$ cat config.mk
export PLATFORM = sky130hd
export DESIGN_NAME = base64_stream_encoder_top
export DESIGN_NICKNAME = d
export VERILOG_FILES = /design/src/hw/rtl/b64enc_pkg.sv /design/src/hw/rtl/b64enc_front.sv /design/src/hw/rtl/b64enc_fifo.sv /design/src/hw/rtl/b64enc_back.sv /design/src/hw/rtl/base64_stream_encoder_top.sv
export SDC_FILE = /design/constraint.sdc
export NUM_CORES = 1
export LEC_CHECK = 0
export CELL_PAD_IN_SITES_DETAIL_PLACEMENT = 1
export CELL_PAD_IN_SITES_GLOBAL_PLACEMENT = 1
export CORE_ASPECT_RATIO = 1.75
export CORE_UTILIZATION = 60
export CTS_BUF_LIST = sky130_fd_sc_hd__clkbuf_8
export DETAILED_ROUTE_END_ITERATION = 6
export DONT_BUFFER_PORTS = 1
export PLACE_DENSITY_LB_ADDON = 0.05
export SLEW_MARGIN = 0
export SYNTH_ARGS = -nofsm -noshare
export SYNTH_HDL_FRONTEND = slang
export SYNTH_SLANG_ARGS = --single-unit
$ cat constraint.sdc
create_clock -name clk_i -period 8.09 [get_ports clk_i]
set_input_delay 0 -clock clk_i [delete_from_list [all_inputs] [get_ports clk_i]]
set_output_delay 0 -clock clk_i [all_outputs]
set_load 0.05 [all_outputs]
$ cat src/hw/rtl/b64enc_pkg.sv
// Shared types and constants for the base64 stream encoder.
// Holds the group descriptor passed from front to back and the alphabet map.
// No dependencies.
`timescale 1ns / 1ps

package b64enc_pkg;

  localparam int unsigned GroupW = 24;
  localparam int unsigned SextetW = 6;
  localparam int unsigned CharW = 7;
  localparam logic [CharW-1:0] PadChar = 7'd61;

  // Number of pad characters at the end of a group: 0, 1 or 2.
  typedef logic [1:0] pad_cnt_t;

  typedef struct packed {
    logic [GroupW-1:0] group;  // bytes packed high first, zero filled
    pad_cnt_t          npad;
    logic              last;   // group closes the message
  } job_t;

  // Standard alphabet: A-Z, a-z, 0-9, '+', '/'.
  function automatic logic [CharW-1:0] sextet_to_ascii(input logic [SextetW-1:0] s);
    logic [CharW-1:0] s_ext;
    logic [CharW-1:0] ch;
    s_ext = {1'b0, s};
    if (s < 6'd26) begin
      ch = 7'd65 + s_ext;
    end else if (s < 6'd52) begin
      ch = 7'd71 + s_ext;
    end else if (s < 6'd62) begin
      ch = s_ext - 7'd4;
    end else if (s == 6'd62) begin
      ch = 7'd43;
    end else begin
      ch = 7'd47;
    end
    return ch;
  endfunction

endpackage

$ cat src/hw/rtl/b64enc_front.sv
// Front end of the base64 encoder: collects bytes into three-byte groups.
// Issues one group descriptor per complete group or per closing byte. Uses b64enc_pkg.
`timescale 1ns / 1ps

module b64enc_front import b64enc_pkg::*; (
  input  logic       clk_i,
  input  logic       rst_ni,
  input  logic       s_tvalid_i,
  output logic       s_tready_o,
  input  logic [7:0] s_tdata_i,   // [7:0] in_byte
  input  logic       s_tlast_i,   // in_last
  output logic       push_valid_o,
  input  logic       push_ready_i,
  output job_t       push_job_o
);

  logic [1:0]  cnt_q, cnt_d;
  logic [15:0] pend_q, pend_d;
  logic        accept;

  assign s_tready_o   = push_ready_i;
  assign accept       = s_tvalid_i & push_ready_i;
  // A group leaves on the third byte, or early when the message ends.
  assign push_valid_o = accept & (cnt_q[1] | s_tlast_i);

  always_comb begin
    push_job_o.last = s_tlast_i;
    if (cnt_q[1]) begin
      push_job_o.group = {pend_q, s_tdata_i};
      push_job_o.npad  = 2'd0;
    end else if (cnt_q[0]) begin
      push_job_o.group = {pend_q[7:0], s_tdata_i, 8'h00};
      push_job_o.npad  = 2'd1;
    end else begin
      push_job_o.group = {s_tdata_i, 16'h0000};
      push_job_o.npad  = 2'd2;
    end
  end

  always_comb begin
    cnt_d  = cnt_q;
    pend_d = pend_q;
    if (accept) begin
      if (cnt_q[1] || s_tlast_i) begin
        cnt_d  = 2'd0;
        pend_d = 16'h0000;
      end else if (cnt_q == 2'd0) begin
        cnt_d  = 2'd1;
        pend_d = {8'h00, s_tdata_i};
      end else begin
        cnt_d  = 2'd2;
        pend_d = {pend_q[7:0], s_tdata_i};
      end
    end
  end

  always_ff @(posedge clk_i or negedge rst_ni) begin
    if (!rst_ni) begin
      cnt_q  <= 2'd0;
      pend_q <= 16'h0000;
    end else begin
      cnt_q  <= cnt_d;
      pend_q <= pend_d;
    end
  end

endmodule

$ cat src/hw/rtl/b64enc_fifo.sv
// Two-entry queue of group descriptors between front and back end.
// Registered storage with read and write pointers. Uses b64enc_pkg.
`timescale 1ns / 1ps

module b64enc_fifo import b64enc_pkg::*; (
  input  logic clk_i,
  input  logic rst_ni,
  input  logic push_valid_i,
  output logic push_ready_o,
  input  job_t push_job_i,
  output logic pop_valid_o,
  input  logic pop_ready_i,
  output job_t pop_job_o
);

  job_t       mem_q [2];
  logic       wr_ptr_q, rd_ptr_q;
  logic [1:0] count_q;
  logic       do_push, do_pop;

  assign push_ready_o = (count_q != 2'd2);
  assign pop_valid_o  = (count_q != 2'd0);
  assign pop_job_o    = mem_q[rd_ptr_q];
  assign do_push      = push_valid_i & push_ready_o;
  assign do_pop       = pop_valid_o & pop_ready_i;

  always_ff @(posedge clk_i) begin
    if (do_push) begin
      mem_q[wr_ptr_q] <= push_job_i;
    end
  end

  always_ff @(posedge clk_i or negedge rst_ni) begin
    if (!rst_ni) begin
      wr_ptr_q <= 1'b0;
      rd_ptr_q <= 1'b0;
      count_q  <= 2'd0;
    end else begin
      if (do_push) begin
        wr_ptr_q <= ~wr_ptr_q;
      end
      if (do_pop) begin
        rd_ptr_q <= ~rd_ptr_q;
      end
      if (do_push && !do_pop) begin
        count_q <= count_q + 2'd1;
      end else if (do_pop && !do_push) begin
        count_q <= count_q - 2'd1;
      end
    end
  end

endmodule

$ cat src/hw/rtl/b64enc_back.sv
// Back end of the base64 encoder: expands each group into four characters.
// One registered character per cycle unless stalled. Uses b64enc_pkg.
`timescale 1ns / 1ps

module b64enc_back import b64enc_pkg::*; (
  input  logic       clk_i,
  input  logic       rst_ni,
  input  logic       pop_valid_i,
  output logic       pop_ready_o,
  input  job_t       pop_job_i,
  output logic       m_tvalid_o,
  input  logic       m_tready_i,
  output logic [7:0] m_tdata_o,   // [6:0] out_char, [7] zero
  output logic       m_tlast_o    // out_last
);

  job_t             cur_q;
  logic             cur_valid_q;
  logic [1:0]       idx_q;
  logic             out_valid_q;
  logic [CharW-1:0] out_char_q;
  logic             out_last_q;

  logic               out_load;
  logic               grp_done;
  logic               do_pop;
  logic [SextetW-1:0] sextet;
  logic [2:0]         pad_sum;
  logic               is_pad;
  logic [CharW-1:0]   char_d;

  assign out_load    = cur_valid_q & (~out_valid_q | m_tready_i);
  assign grp_done    = out_load & (idx_q == 2'd3);
  assign pop_ready_o = ~cur_valid_q | grp_done;
  assign do_pop      = pop_valid_i & pop_ready_o;

  always_comb begin
    unique case (idx_q)
      2'd0:    sextet = cur_q.group[23:18];
      2'd1:    sextet = cur_q.group[17:12];
      2'd2:    sextet = cur_q.group[11:6];
      default: sextet = cur_q.group[5:0];
    endcase
  end

  // The trailing npad positions of the group are pad characters.
  assign pad_sum = {1'b0, idx_q} + {1'b0, cur_q.npad};
  assign is_pad  = (pad_sum > 3'd3);
  assign char_d  = is_pad ? PadChar : sextet_to_ascii(sextet);

  always_ff @(posedge clk_i) begin
    if (do_pop) begin
      cur_q <= pop_job_i;
    end
    if (out_load) begin
      out_char_q <= char_d;
      out_last_q <= cur_q.last & (idx_q == 2'd3);
    end
  end

  always_ff @(posedge clk_i or negedge rst_ni) begin
    if (!rst_ni) begin
      cur_valid_q <= 1'b0;
      idx_q       <= 2'd0;
      out_valid_q <= 1'b0;
    end else begin
      if (do_pop) begin
        cur_valid_q <= 1'b1;
        idx_q       <= 2'd0;
      end else if (out_load) begin
        cur_valid_q <= ~grp_done;
        idx_q       <= idx_q + 2'd1;
      end
      if (out_load) begin
        out_valid_q <= 1'b1;
      end else if (m_tready_i) begin
        out_valid_q <= 1'b0;
      end
    end
  end

  assign m_tvalid_o = out_valid_q;
  assign m_tdata_o  = {1'b0, out_char_q};
  assign m_tlast_o  = out_last_q;

endmodule

$ cat src/hw/rtl/base64_stream_encoder_top.sv
// Base64 stream encoder: one byte per input word, one ASCII character per output word.
// A group's first character passes the queue, group register and output register after its
// closing byte is accepted. Input takes one byte per cycle while the queue has room. Output
// is one character per cycle unless stalled, four per group, so input sustains three bytes
// per four characters. Reset (asynchronous, active low) empties the pending bytes, the queue
// and the output register. Uses b64enc_pkg, b64enc_front, b64enc_fifo and b64enc_back.
`timescale 1ns / 1ps

module base64_stream_encoder_top import b64enc_pkg::*; (
  input  logic       clk_i,
  input  logic       rst_ni,
  input  logic       s_axis_tvalid_i,
  output logic       s_axis_tready_o,
  input  logic [7:0] s_axis_tdata_i,   // [7:0] in_byte
  input  logic       s_axis_tlast_i,   // in_last
  output logic       m_axis_tvalid_o,
  input  logic       m_axis_tready_i,
  output logic [7:0] m_axis_tdata_o,   // [6:0] out_char, [7] zero
  output logic       m_axis_tlast_o    // out_last
);

  logic push_valid, push_ready;
  job_t push_job;
  logic pop_valid, pop_ready;
  job_t pop_job;

  b64enc_front u_front (
    .clk_i        (clk_i),
    .rst_ni       (rst_ni),
    .s_tvalid_i   (s_axis_tvalid_i),
    .s_tready_o   (s_axis_tready_o),
    .s_tdata_i    (s_axis_tdata_i),
    .s_tlast_i    (s_axis_tlast_i),
    .push_valid_o (push_valid),
    .push_ready_i (push_ready),
    .push_job_o   (push_job)
  );

  b64enc_fifo u_fifo (
    .clk_i        (clk_i),
    .rst_ni       (rst_ni),
    .push_valid_i (push_valid),
    .push_ready_o (push_ready),
    .push_job_i   (push_job),
    .pop_valid_o  (pop_valid),
    .pop_ready_i  (pop_ready),
    .pop_job_o    (pop_job)
  );

  b64enc_back u_back (
    .clk_i       (clk_i),
    .rst_ni      (rst_ni),
    .pop_valid_i (pop_valid),
    .pop_ready_o (pop_ready),
    .pop_job_i   (pop_job),
    .m_tvalid_o  (m_axis_tvalid_o),
    .m_tready_i  (m_axis_tready_i),
    .m_tdata_o   (m_axis_tdata_o),
    .m_tlast_o   (m_axis_tlast_o)
  );

endmodule
# Yosys cells after proc, flatten, opt, wreduce, memory -nomap -nowiden
# Memory sizes are Yosys's and may differ from the RTL's. A register that Yosys moved wholly into a read port is not among the register bits.
# Cells that the tools add are included.
# op_classes
n_bitwise	15
n_reduce_logical	11
eq_ne	5
n_mux	21
add_sub_neg	7
n_lt_le_gt_ge	4
# ops
operator	count
26-bit two-way mux	2
16-bit two-way mux	2
7-bit two-way mux	3
6-bit case mux with 3 select lines	1
7-bit by 6-bit adder with 7-bit output (first input constant)	2
6-bit < comparator (second input constant)	2
2-bit two-way mux	6
2-bit nonzero test	4
1-bit bitwise AND	7
6-bit by 3-bit subtractor with 7-bit output (second input constant)	1
6-bit equality test (second input constant)	1
6-bit by 5-bit < comparator with 1-bit output (second input constant)	1
1-bit two-way mux	6
1-bit inverter	5
2-bit by 1-bit adder with 2-bit output (second input constant)	2
2-bit equality test (second input constant)	2
2-bit zero test	2
2-bit by 2-bit adder with 3-bit output	1
3-bit by 2-bit greater-than comparator with 1-bit output (second input constant)	1
3-bit two-way mux	1
1-bit bitwise OR	3
2-bit by 1-bit equality test with 1-bit output (second input constant)	1
1-bit logical AND	2
1-bit zero test	2
3 further kinds	3
# totals
mem_count	1
in_bits	13
out_inout_bits	11
reg_bits	34
ram_bits	54
# mem_list
memory	words	width	rd	rd_clocked_by_memory_dff	wr	line_no	rtl
u_fifo.mem_q	2	27	1	1	1	b64enc_fifo.sv:16	job_t mem_q [2];

# Longest topological paths before layout
# depth
depth_word	9
ltp_mapped	9
mapped_depth_nobuf	9

# Modules after synthesis
# From an unflattened synthesis, not the netlist that was laid out.
# unflattened
hier_cells	346
area_unflattened_um2	5227.5
# by_module_without_submodules
module	n_inst	cells_per_inst	area_each_um2
b64enc_fifo	1	102	2242.2
b64enc_back	1	150	1966.9
b64enc_front	1	94	1018.5

# Worst setup path before layout
# No wires, ideal clock.
# synth_path
kind	register to register
startpoint	register u_fifo.count_q[0]
endpoint	memory u_fifo.mem_q[0][0] (netlist bit) (enable)
setup_ps	445
path_slack_ps	4468
period_less_slack_ps	3622
arrival_time_ps	3177
path_stages_with_launch	5
path_cell_list	dfrtp_1 > nand2b_1 > nand2_1 > clkbuf_1 > nor3_1
# synth_via
elab_chain_len	6
# synth_rtl
element	line_no	rtl
from (decl)	b64enc_fifo.sv:18	logic [1:0] count_q;
from (signal assigned)	b64enc_fifo.sv:46	count_q <= count_q + 2'd1;
from (signal assigned)	b64enc_fifo.sv:48	count_q <= count_q - 2'd1;
2-bit inequality test *	b64enc_fifo.sv:21	assign push_ready_o = (count_q != 2'd2);
via s_axis_tready_o	base64_stream_encoder_top.sv:13	output logic s_axis_tready_o,
1-bit bitwise AND	b64enc_front.sv:22	assign accept = s_tvalid_i & push_ready_i;
1-bit bitwise AND	b64enc_front.sv:24	assign push_valid_o = accept & (cnt_q[1] | s_tlast_i);
1-bit bitwise AND *	b64enc_fifo.sv:24	assign do_push = push_valid_i & push_ready_o;
1-bit two-way mux *	b64enc_fifo.sv:28	if (do_push) begin
1-bit two-way mux (not written as such) *	b64enc_fifo.sv:29	mem_q[wr_ptr_q] <= push_job_i;
to (decl)	b64enc_fifo.sv:16	
# Mark *: on every way through the listed nets, which the timed path passes. The rest lies on a longest branch.

# Worst setup path after layout
# layout_path
startpoint	register u_fifo.count_q[0]
endpoint	register u_front.pend_q[9]
# layout_via
elab_chain_len	2
# layout_rtl
element	line_no	rtl
2-bit inequality test	b64enc_fifo.sv:21	
via s_axis_tready_o	base64_stream_encoder_top.sv:13	
1-bit bitwise AND	b64enc_front.sv:22	
to (signal assigned)	b64enc_front.sv:63	pend_q <= pend_d;
to (decl)	b64enc_front.sv:18	logic [15:0] pend_q, pend_d;
# The timed path passes the listed nets, and every way through them passes these cells.
# A chain may end at the register's enable or synchronous reset.

==> impl_metrics.yaml <==
clocking:
  cts_made_buffers: 17
  clk_pin_slew_ps: 60
  cts_root_buffer: "clkbuf_8"
  cts_tree: "built"
  clockBufferDepth: 2
  worstSkewPairLatency_ps: 420
  post_cts_resized: 0
  cts_max_level: 4
  cts_num_sinks: 115
logic_synthesis:
  synthDistinctLibCells: 46
  postSynthAreaPerCell_um2: 14.8
  synth_nets: 354
  synth_seq_cells: 115
  synth_area_um2: 4910
  post-synth-top-count-cell: "edfxtp_1"
  ys_seq_area_share_pct: 67.7
  synth_common_cells: "edfxtp_1, mux2_2, dfrtp_1, a22o_1, nand2_1"
  synth_flop_cell: "edfxtp_1"
  ys_warn_count: 0
  yosysTopAreaCell: "edfxtp_1"
  synth_area_leaders: "edfxtp_1, dfrtp_1, mux2_2, a22o_1, ha_1"
  synthArstFlopShare_pct: 22.6
  synthCells: 331
  synth_top_cell_area_share_pct: 54.5
  synth_edf_count: 89
die:
  ios: 24
  die-width_um: 70.4
  initial_core_util_pct: 62.0
  core_area_um2: 7910
  row_count: 43
  die_y_um: 122
  dieArea_um2: 8560
flow_run:
  cap_violations: 0
status:
  status: "finished clean"
power:
  intPower_mw: 1.47
  p_switching_uw: 851
  switching_share_pct: 36.7
  pwr-share-clk_pct: 22.3
  p_leak_nw: 2.09
  power_density_nw_per_um2: 419
  vdd.ir_drop.worst_v: 0.000275
  pwr-share-comb_pct: 32.3
  seq_power_share_pct: 45.4
timing:
  setup_viol: 0
  min_period_ps: 2880
  drv_slew: 0
  max_freq_mhz: 347
  finalHoldViolations: 0
  hold_ws_ps: 32.2
  finClkSkew_ps: 10.5
  setup_tns_ps: 0
  post-route-period-util_pct: 35.7
  slew_headroom_pct: 19.9
  tightest_slew_ps: 1200
  rsz0062_at_grt: "no"
global_route:
  antenna_found_initial: 0
  first_global_vias: 3162
  grt_max_degree: 37
  grt_first_pass_wirelength_um: 17000
  grt_use_total_pct: 27.5
  overflow: 0
worst_setup_path:
  r2r_start: "u_fifo.count_q[0]"
  r2r-end: "u_front.pend_q[9]"
  setup.worst_path.end_class: "flip-flop"
  worst-r2r-cell-count: 5
  worstSetupPathType: "flip-flop to flip-flop"
  startpoint: "u_fifo.count_q[0]"
  crit_fanout: 21
  r2r_setup_slack_ps: 5210
  cp.arrival_ps: 3230
  critPathRequiredTime_ps: 8440
  cp-start-kind: "flip-flop"
placement:
  dpl.hpwl_um: 6940
  io_buffers: 0
  gp_congestion: 0.802
detailed_routing:
  routed-via-count: 2888
  drt_first_pass_iters: 5
  first_iter_violations: 125
  postRouteWirelength_um: 10600
  wire_per_inst_um: 23.4
  antenna_left: 0
  via_per_inst: 6.36
  drc: 0
final_layout:
  diodes: 0
  nets: 374
  drive_gt1_share_pct: 19.2
  multi_input_area_um2: 1490
  n_fill_cell: 693
  area_delta_synth_final_pct: 12.6
  area.sequential_um2: 3320
hold_path:
  min_path_type: "input pin to asynchronous set/reset pin"
## cell families (layout without fill, tap and decap cells)
group           Yosys count  in the layout  synth area share (%)
compound gates           75             75                  11.4
xor+xnor                  7              7                  1.25
fa+ha+maj                10             10                  2.55
buf+inv                  26             59                  2.09
flops                   115            115                  67.7
mux                      41             41                  9.31
other cells               1              1                0.0764
simple gates             56             56                  5.59
## state kept, by name, indices dropped and copies added, names as in the netlist
name                flops
u_fifo.mem_q           54
u_back.cur_q           27
u_fifo.rd_ptr_q         1
u_back.m_tlast_o        1
u_front.cnt_q           2
u_back.m_tvalid_o       1
u_back.cur_valid_q      1
u_fifo.count_q          2
u_fifo.wr_ptr_q         1
u_back.out_char_q       7
u_back.idx_q            2
u_front.pend_q         16
## layout make-up
cell class	instances	area share [%]
Sequential cell	115	60.1
Multi-Input combinational cell	190	26.9
Inverter	11	0.747
Timing Repair Buffer	16	2.90
Clock buffer	25	6.23
Clock inverter	7	0.996
Tap cell	90	2.04
## routing by layer
layer  GRT usage, %  vias to the layer above  wire, um
met5              0                        -         0
met4           13.6                        0       344
met3           6.53                       28       335
met2           49.0                       79      6020
met1           30.2                     1469      3900
li1               -                     1312         -
## placed cells by master, fill, tap and decap left out, types with 2 or more instances in the layout
| cell type | count |
|---|---|
| o21ai_0 | 12 |
| nand2_1 | 18 |
| a211oi_1 | 2 |
| a31oi_1 | 3 |
| clkinv_2 | 2 |
| a222oi_1 | 4 |
| mux2_2 | 29 |
| a32oi_1 | 2 |
| inv_1 | 14 |
| a211o_1 | 2 |
| ha_1 | 10 |
| nor3_2 | 2 |
| xnor2_1 | 3 |
| edfxtp_1 | 89 |
| xor2_1 | 4 |
| a21oi_2 | 2 |
| o221ai_1 | 2 |
| dfrtp_1 | 26 |
| nor3_1 | 2 |
| and2_1 | 12 |
| clkbuf_8 | 25 |
| mux2i_1 | 10 |
| a21oi_1 | 9 |
| a22o_1 | 24 |
| nor2b_1 | 2 |
| nand3_1 | 4 |
| a22oi_1 | 3 |
| nand2b_1 | 3 |
| dlygate4sd3_1 | 11 |
| buf_4 | 4 |
| nor2_1 | 11 |
| mux2_4 | 2 |
## power by group through the flow
stage / combinational [mW] / clock, mW / sequential (mW)
4_1_cts: 0.749 / 0.531 / 1.05
5_1_grt: 0.817 / 0.550 / 1.07
3_5_place_dp: 0.730 / 0 / 1.06
3_3_place_gp: 0.688 / 0 / 1.05
6_report: 0.749 / 0.518 / 1.05
2_1_floorplan: 0.592 / 0 / 0.992
## how the worst max path moves through the flow
stage               slack (ps)                  end
floorplan                 4470   u_fifo.mem_q[0][0]
global placement          5440  u_fifo.mem_q[1][23]
detailed placement        5240    u_front.pend_q[9]
CTS                       5200    u_front.pend_q[9]
global route              5020   u_front.pend_q[12]
finish                    5210    u_front.pend_q[9]
## per-stage QoR
stage,area (um^2),setup slack (ps),std cells,power [mW],utilization (%)
2_1_floorplan,4910,4470,331,1.58,-
3_3_place_gp,5000,5440,410,1.73,63.2
3_5_place_dp,5000,5240,410,1.79,63.2
4_1_cts,5530,5200,454,2.33,69.9
5_1_grt,5530,5020,454,2.44,69.9
6_report,5530,5210,454,2.32,69.9
## critical path: stages (launching register included)
cell	delay (ps)
dfrtp_1	420
nand2b_1	500
nand2_1	590
nor3_2	660
and2_1	440
a22o_1	200
## repair_timing
| item | in CTS | in global routing |
|---|---|---|
| hold buffers | 12 | 0 |
| hold endpoints to repair | 84 | 0 |
| setup buffers | 0 | 0 |
No activity file was read; power rests on OpenSTA's default activity.
